<file path="config.mk">
export PLATFORM = sky130hd
export DESIGN_NAME = lcd_nibble_write_stream
export DESIGN_NICKNAME = d
export VERILOG_FILES = /design/src/design/lnws_pkg.sv /design/src/design/lcd_nibble_write_stream.sv
export VERILOG_INCLUDE_DIRS = /design/src /design/src/design
export SDC_FILE = /design/constraint.sdc
export NUM_CORES = 1
export LEC_CHECK = 0
export BUFFER_PORTS_ARGS = -buffer_cell sky130_fd_sc_hd__buf_2
export CAP_MARGIN = 10
export CELL_PAD_IN_SITES_DETAIL_PLACEMENT = 0
export CELL_PAD_IN_SITES_GLOBAL_PLACEMENT = 1
export CORE_MARGIN = 5
export CORE_UTILIZATION = 30
export CTS_CLUSTER_DIAMETER = 200
export DETAILED_ROUTE_END_ITERATION = 16
export HOLD_SLACK_MARGIN = 0.06
export PLACE_DENSITY_LB_ADDON = 0.05
export SYNTH_ARGS = -nofsm -noshare
export SYNTH_HDL_FRONTEND = slang
export SYNTH_SLANG_ARGS = --single-unit
</file>
<file path="constraint.sdc">
create_clock -name clk -period 4.85 [get_ports clk]
set_clock_uncertainty 0.1 [all_clocks]
set_input_delay 0.7275 -clock clk [delete_from_list [all_inputs] [get_ports clk]]
set_output_delay 0.7275 -clock clk [all_outputs]
set_load 0.02 [all_outputs]
</file>
<file path="src/design/assert_macros.svh">
// Assertion macros used by lcd_nibble_write_stream.
`ifndef ASSERT_MACROS_SVH
`define ASSERT_MACROS_SVH

// Property must hold at every clock edge outside reset.
`define ASSERT_CLK(label, clk, rst_n, prop, msg) \
	label: assert property (@(posedge clk) disable iff (!rst_n) prop) else $error(msg);

// Expression must never be true at a clock edge outside reset.
`define ASSERT_NEVER(label, clk, rst_n, expr, msg) \
	label: assert property (@(posedge clk) disable iff (!rst_n) !(expr)) else $error(msg);

`endif

</file>
<file path="src/design/lnws_pkg.sv">
// Types, constants and the BCD adjust function for the LCD nibble write stream.
package lnws_pkg;

	localparam int unsigned VALUE_W    = 32;
	localparam int unsigned NUM_DIGITS = 10;
	localparam int unsigned BCD_W      = 4 * NUM_DIGITS;

	typedef logic [1:0]         cmd_t;
	typedef logic [VALUE_W-1:0] value_t;
	typedef logic [BCD_W-1:0]   bcd_t;
	typedef logic [3:0]         digit_cnt_t;

	localparam cmd_t CMD_INSTR  = 2'd0;
	localparam cmd_t CMD_CHAR   = 2'd1;
	localparam cmd_t CMD_NUMBER = 2'd2;

	// Low nibble of every expander byte: backlight, EN, unused, RS.
	localparam logic [3:0] CTRL_CMD_EN_HIGH  = 4'hC;
	localparam logic [3:0] CTRL_CMD_EN_LOW   = 4'h8;
	localparam logic [3:0] CTRL_DATA_EN_HIGH = 4'hD;
	localparam logic [3:0] CTRL_DATA_EN_LOW  = 4'h9;

	// High nibble of an ASCII digit.
	localparam logic [3:0] ASCII_DIGIT_HI = 4'h3;

	// One double-dabble correction: every digit of five or more gets three added
	// so that the following left shift carries properly into the next digit.
	function automatic bcd_t bcd_adjust(input bcd_t d);
		bcd_t r;
		r = d;
		for (int i = 0; i < NUM_DIGITS; i++) begin
			if (d[4*i +: 4] >= 4'd5) begin
				r[4*i +: 4] = d[4*i +: 4] + 4'd3;
			end
		end
		return r;
	endfunction

endpackage

</file>
<file path="src/design/lcd_nibble_write_stream.sv">
// Top level: turns commands, characters and decimal numbers into expander bytes.
//
// Each accepted item (start high while busy is low) produces a burst of expander
// bytes, one per clock cycle, each shown for exactly one cycle with strobe high;
// the receiver cannot stall, so it must take every byte as it appears. The final
// byte of an item carries last_byte. A command or character byte keeps the block
// busy while it gives 4 bytes. A number runs through a bit-serial binary-to-BCD
// converter, one bit per cycle, then drops leading zero digits one per cycle,
// then emits 4 bytes per digit.
// cmd 3 gives no bytes and does not make the block busy.
`include "assert_macros.svh"

module lcd_nibble_write_stream (
	input  logic            clk,
	input  logic            arst_n,
	input  logic            start,
	input  lnws_pkg::cmd_t  cmd,
	input  lnws_pkg::value_t value,
	output logic            busy,
	output logic            strobe,
	output logic [7:0]      expander_byte,
	output logic            last_byte
);
	import lnws_pkg::*;

	localparam logic [1:0] ST_IDLE = 2'd0;
	localparam logic [1:0] ST_CONV = 2'd1;
	localparam logic [1:0] ST_TRIM = 2'd2;
	localparam logic [1:0] ST_EMIT = 2'd3;

	localparam logic [4:0] LAST_BIT = 5'(VALUE_W - 1);

	logic [1:0]   state_q;
	value_t       bin_q;
	bcd_t         bcd_q;
	logic [4:0]   bit_cnt_q;
	digit_cnt_t   dig_cnt_q;
	logic [1:0]   phase_q;
	logic         rs_q;
	logic         num_q;
	logic [7:0]   byte_q;
	logic         strobe_q;
	logic [7:0]   out_byte_q;
	logic         last_q;

	logic         accept;
	bcd_t         bcd_adj;
	logic [7:0]   cur_byte;
	logic [3:0]   cur_nibble;
	logic [3:0]   ctrl_nibble;
	logic         final_byte;

	assign accept  = start && (state_q == ST_IDLE);
	assign bcd_adj = bcd_adjust(bcd_q);

	// A number sends the top BCD digit as its ASCII code.
	assign cur_byte    = num_q ? {ASCII_DIGIT_HI, bcd_q[BCD_W-1 -: 4]} : byte_q;
	assign cur_nibble  = phase_q[1] ? cur_byte[3:0] : cur_byte[7:4];
	assign final_byte  = (phase_q == 2'd3) && (dig_cnt_q == 4'd1);

	always_comb begin
		unique case ({rs_q, phase_q[0]})
			2'b00:   ctrl_nibble = CTRL_CMD_EN_HIGH;
			2'b01:   ctrl_nibble = CTRL_CMD_EN_LOW;
			2'b10:   ctrl_nibble = CTRL_DATA_EN_HIGH;
			default: ctrl_nibble = CTRL_DATA_EN_LOW;
		endcase
	end

	always_ff @(posedge clk or negedge arst_n) begin
		if (!arst_n) begin
			state_q   <= ST_IDLE;
			bit_cnt_q <= '0;
			dig_cnt_q <= '0;
			phase_q   <= '0;
			strobe_q  <= 1'b0;
			last_q    <= 1'b0;
		end else begin
			strobe_q <= 1'b0;
			last_q   <= 1'b0;
			unique case (state_q)
				ST_IDLE: begin
					if (accept) begin
						phase_q <= '0;
						if (cmd == CMD_INSTR || cmd == CMD_CHAR) begin
							dig_cnt_q <= 4'd1;
							state_q   <= ST_EMIT;
						end else if (cmd == CMD_NUMBER) begin
							bit_cnt_q <= '0;
							state_q   <= ST_CONV;
						end
					end
				end
				ST_CONV: begin
					bit_cnt_q <= bit_cnt_q + 5'd1;
					if (bit_cnt_q == LAST_BIT) begin
						dig_cnt_q <= 4'(NUM_DIGITS);
						state_q   <= ST_TRIM;
					end
				end
				ST_TRIM: begin
					if (bcd_q[BCD_W-1 -: 4] == 4'd0 && dig_cnt_q != 4'd1) begin
						dig_cnt_q <= dig_cnt_q - 4'd1;
					end else begin
						state_q <= ST_EMIT;
					end
				end
				default: begin
					strobe_q <= 1'b1;
					last_q   <= final_byte;
					phase_q  <= phase_q + 2'd1;
					if (phase_q == 2'd3) begin
						dig_cnt_q <= dig_cnt_q - 4'd1;
						if (dig_cnt_q == 4'd1) begin
							state_q <= ST_IDLE;
						end
					end
				end
			endcase
		end
	end

	// Datapath registers: operands, the shared BCD shifter and the output byte.
	always_ff @(posedge clk) begin
		if (state_q == ST_EMIT) begin
			out_byte_q <= {cur_nibble, ctrl_nibble};
		end
		unique case (state_q)
			ST_IDLE: begin
				if (accept) begin
					bin_q  <= value;
					bcd_q  <= '0;
					byte_q <= value[7:0];
					rs_q   <= (cmd != CMD_INSTR);
					num_q  <= (cmd == CMD_NUMBER);
				end
			end
			ST_CONV: begin
				bcd_q <= {bcd_adj[BCD_W-2:0], bin_q[VALUE_W-1]};
				bin_q <= {bin_q[VALUE_W-2:0], 1'b0};
			end
			ST_TRIM: begin
				if (bcd_q[BCD_W-1 -: 4] == 4'd0 && dig_cnt_q != 4'd1) begin
					bcd_q <= {bcd_q[BCD_W-5:0], 4'd0};
				end
			end
			default: begin
				if (phase_q == 2'd3) begin
					bcd_q <= {bcd_q[BCD_W-5:0], 4'd0};
				end
			end
		endcase
	end

	assign busy          = (state_q != ST_IDLE);
	assign strobe        = strobe_q;
	assign expander_byte = out_byte_q;
	assign last_byte     = last_q;

	`ASSERT_CLK(a_conv_holds, clk, arst_n,
		(state_q == ST_CONV && bit_cnt_q != LAST_BIT) |=> state_q == ST_CONV,
		"converter left before all bits were shifted in")
	`ASSERT_NEVER(a_emit_count, clk, arst_n, state_q == ST_EMIT && dig_cnt_q == 4'd0,
		"emitting with no digits left")
	`ASSERT_CLK(a_last_en_low, clk, arst_n,
		(strobe && last_byte) |-> (expander_byte[2] == 1'b0 && expander_byte[3]),
		"final byte of an item must have EN low and backlight on")
	`ASSERT_CLK(a_last_ends_burst, clk, arst_n,
		(strobe && last_byte) |-> $past(state_q) == ST_EMIT && state_q == ST_IDLE,
		"last byte flagged while the item is still running")

endmodule
</file>
==> metrics.md <==
| Metric | Value |
|---|---|
| Layout Area Growth over Synthesis | `13.67%` |
| Postcts setup bufs | `0` |
| Final hold slack | `0.1848 ns` |
| Total inserted antenna cells | `0` |
| Cell type with the highest aggregate area in the netlist | `sky130_fd_sc_hd__edfxtp_1` |
| Largest cells by area after synthesis | `sky130_fd_sc_hd__edfxtp_1 48%, sky130_fd_sc_hd__ha_1 7.1%, sky130_fd_sc_hd__mux2_2 7.0%` |
| Worst relative slew slack | `32.27%` |
| DIE AREA | `21110 sq um` |
| Leakage power of the design | `2.443 nW` |
| Vias in the first global route | `3651` |
| Cells after Synth | `455` |
| Initial DRT Pass Iterations | `4` |
| Vertical extent of the die | `145.3 microns` |
| Portion of synthesized cell area occupied by the leading cell type | `48.12%` |
| Ports | `48` |
| Number of placed cells counting well taps | `714` |
| Final min period | `2.796 ns` |
| Outcome | `completed` |
| Maximum number of pins on one net before global-route repair | `41` |
| Power per cell area | `746.3 nW/um^2` |
| Cell area after synthesis | `5492 sq um` |
| Final setup fails | `0` |
| Via Count | `3483` |
| Fraction of synthesis flops using an asynchronous set or reset pin | `14.56%` |
| Family with the most delay on the worst path | `buffers and inverters` |
| Total grt overflow | `0` |
| Number of instances resized during post-cts repair | `0` |
| Initial Util | `30.57%` |
| Cell depth of the worst flop-to-flop path | `6` |
| Hpwl dp | `7.568 mm` |
| Wire length of the first global-routing pass | `18.74 mm` |
| Detail Route Antenna Nets | `0` |
| Buffers plus inverters on the worst setup path | `4` |
| Met3 usage in global routing | `3.274%` |
| Total Wirelength | `11.22 mm` |
| Clock latency on the worst-skew pair | `0.35 ns` |
| GP Congestion | `0.7461` |
| CTS Buffer Depth | `2` |
| Total CTS buffers | `9` |
| Sequential cell area fraction in the yosys report | `54.96%` |
| CP required | `4.76 ns` |
| Die X | `145.3 microns` |
| Count of placed standard cells in the final layout, fillers left out | `730` |
| FMAX | `357.6 MHz` |
| Summed area of non-filler cells in the final layout | `6242 sq um` |
| Setup crit start | `state_q[1]` |
| Count of yosys warnings during synthesis | `0` |
| Final Hold Fails | `0` |
| Synthesized area per cell | `12.07 sq um` |
| Global routing usage on met1 | `13.81%` |
| Max Transition Viols Final | `0` |
| Hold buffer count at CTS | `0` |
| Most utilized layer in the global route result | `met2` |
| Fraction of layout instances using a drive strength above 1 | `21.76%` |
| H-tree lvl count | `3` |
| Root Buffer | `sky130_fd_sc_hd__clkbuf_16` |
| DP Area | `5946 sq um` |
| Final worst path period share | `57.66%` |
| Core footprint | `17960 sq um` |
| Sort of element at the end of the critical path | `register` |
| Number of port buffers | `45` |
| Worst EP arrival | `2.70 ns` |
| Routed wirelength normalized by instance count | `15.36 microns` |
| CTS sink cnt | `103` |
| R2R Path Start | `state_q[1]` |
| Post-layout util | `34.75%` |
| Startpoint-to-endpoint class of the critical path | `reg2reg` |
| Ordered cell list for the critical path | `inv_1 > ha_2 > buf_4 > mux2i_1 > inv_1 > buf_4` |
| Slowest cell on crit path | `sky130_fd_sc_hd__ha_2` |
| Worst vdd ir | `0.3234 mV` |
| Number of antenna violations at the first check in global routing | `0` |
| Number of distinct library cell variants in the gate-level netlist after synthesis | `49` |
| Type of element launching the critical path | `register` |
| Register-to-register setup slack | `2.05 ns` |
| Total negative slack for setup checks | `0 ns` |
| Pin slew with the least headroom to its limit | `1.015 ns` |
| Synth Net Count | `523` |
| Clock tree from TritonCTS | `yes` |
| Most used flip-flop cell after synthesis | `sky130_fd_sc_hd__edfxtp_1` |
| Crit path max fanout | `40` |
| Number of placement rows | `49` |
| Post-CTS clock slew at the launch and capture registers of the worst setup and hold paths | `0.08 ns` |
| Total GRT Usage | `10.88%` |
| Average vias per placed instance | `4.771` |
| CP peak stage delay | `0.55 ns` |
| Synthesis-stage register bit count | `103` |
| Number of nets in the layout | `564` |
| Capture point of the worst reg-to-reg path | `bin_q[5]` |
| Number of enable-type register cells in the synthesized netlist | `88` |
| Worst min-delay path category | `in2async` |
| GR Layer Usage met2 | `18.36%` |
| Post-detailed-route DRC marker count | `0` |
| Max-capacitance violation count | `0` |
| Count of routing violations after the opening detailed-route iteration | `171` |
| RSZ-0062 raised after global routing | `false` |
[synthesized netlist by cell type, types with 2 or more instances]
cell type,instances
sky130_fd_sc_hd__a21o_1,3
sky130_fd_sc_hd__a21oi_1,24
sky130_fd_sc_hd__a22o_1,12
sky130_fd_sc_hd__a31oi_1,5
sky130_fd_sc_hd__a41oi_1,2
sky130_fd_sc_hd__and2_1,3
sky130_fd_sc_hd__and3_1,5
sky130_fd_sc_hd__buf_1,2
sky130_fd_sc_hd__buf_2,6
sky130_fd_sc_hd__buf_4,2
sky130_fd_sc_hd__clkbuf_1,8
sky130_fd_sc_hd__conb_1,2
sky130_fd_sc_hd__dfrtp_1,15
sky130_fd_sc_hd__edfxtp_1,88
sky130_fd_sc_hd__ha_1,31
sky130_fd_sc_hd__inv_1,35
sky130_fd_sc_hd__mux2_2,34
sky130_fd_sc_hd__mux2i_1,13
sky130_fd_sc_hd__nand2_1,34
sky130_fd_sc_hd__nand2b_1,16
sky130_fd_sc_hd__nand3_1,6
sky130_fd_sc_hd__nor2_1,11
sky130_fd_sc_hd__nor2b_1,4
sky130_fd_sc_hd__nor3_1,7
sky130_fd_sc_hd__nor3b_1,8
sky130_fd_sc_hd__o21ai_0,34
sky130_fd_sc_hd__o22a_1,3
sky130_fd_sc_hd__o22ai_1,4
sky130_fd_sc_hd__o31ai_1,4
sky130_fd_sc_hd__o32ai_1,3
sky130_fd_sc_hd__or2_2,2
sky130_fd_sc_hd__xnor2_1,10
sky130_fd_sc_hd__xor2_1,3
[kinds of logic after synthesis]
family / Yosys count / synth area share, %
simple gates: 100 / 9.433
mux: 47 / 9.341
other cells: 2 / 0.1368
compound gates: 105 / 12.90
flops: 103 / 54.96
buf+inv: 54 / 4.101
fa+ha+maj: 31 / 7.063
xor+xnor: 13 / 2.073
[stage by stage]
stage	worst slack [ns]	power (mW)
2_1_floorplan	2.132	3.445
3_3_place_gp	2.061	3.992
3_5_place_dp	1.983	3.993
4_1_cts	1.949	4.756
5_1_grt	1.778	5.072
6_report	2.054	4.658
[layer usage]
metal,vias up,routed length (microns)
met5,-,0
met3,6,355
met1,1697,5301
met2,40,5450
met4,0,108
li1,1740,-
[power by group]
part           switching (mW)  internal, mW  total, mW  leakage (nW)
sequential              0.294          1.61       1.90          1.04
clock                   0.371         0.366      0.737         0.146
combinational            1.19         0.830       2.02          1.25
total                    1.85          2.81       4.66          2.44
[sequential cells by signal, summed over array words and instances (netlist names)]
signal         count
state_q            2
bcd_q             40
byte_q             8
expander_byte      6
bit_cnt_q          5
num_q              1
phase_q            2
dig_cnt_q          4
bin_q             32
rs_q               1
last_byte          1
strobe             1
[layout by cell type, fill, tap and decap left out, types with 7 or more instances in the layout]
| cell type | n |
|---|---|
| sky130_fd_sc_hd__nor3b_1 | 8 |
| sky130_fd_sc_hd__mux2_2 | 34 |
| sky130_fd_sc_hd__buf_2 | 45 |
| sky130_fd_sc_hd__nand2_1 | 34 |
| sky130_fd_sc_hd__o21ai_0 | 34 |
| sky130_fd_sc_hd__edfxtp_1 | 88 |
| sky130_fd_sc_hd__xnor2_1 | 10 |
| sky130_fd_sc_hd__nor2_1 | 10 |
| sky130_fd_sc_hd__a21oi_1 | 24 |
| sky130_fd_sc_hd__mux2i_1 | 13 |
| sky130_fd_sc_hd__a22o_1 | 12 |
| sky130_fd_sc_hd__clkbuf_16 | 9 |
| sky130_fd_sc_hd__inv_1 | 35 |
| sky130_fd_sc_hd__ha_1 | 30 |
| sky130_fd_sc_hd__dfrtp_1 | 15 |
| sky130_fd_sc_hd__nand2b_1 | 16 |
| sky130_fd_sc_hd__nor3_1 | 7 |
[layout make-up]
cell class / count / area [sq um]
fillers: 1791 / 11720
flip-flops and latches: 103 / 3018
multi-input cells: 298 / 2255
well taps: 229 / 286.5
repair buffers: 49 / 255.2
clock buffers: 9 / 225.2
inverters: 35 / 131.4
clock inverters: 7 / 71.32
[worst max path at each step]
stage               depth (start not counted)        end
finish                                      6   bin_q[5]
global route                                6  bin_q[28]
CTS                                         6   bin_q[9]
detailed placement                          6  bin_q[28]
global placement                            6  bin_q[17]
floorplan                                   5   bcd_q[0]
Power figures use the tool's default switching activity.
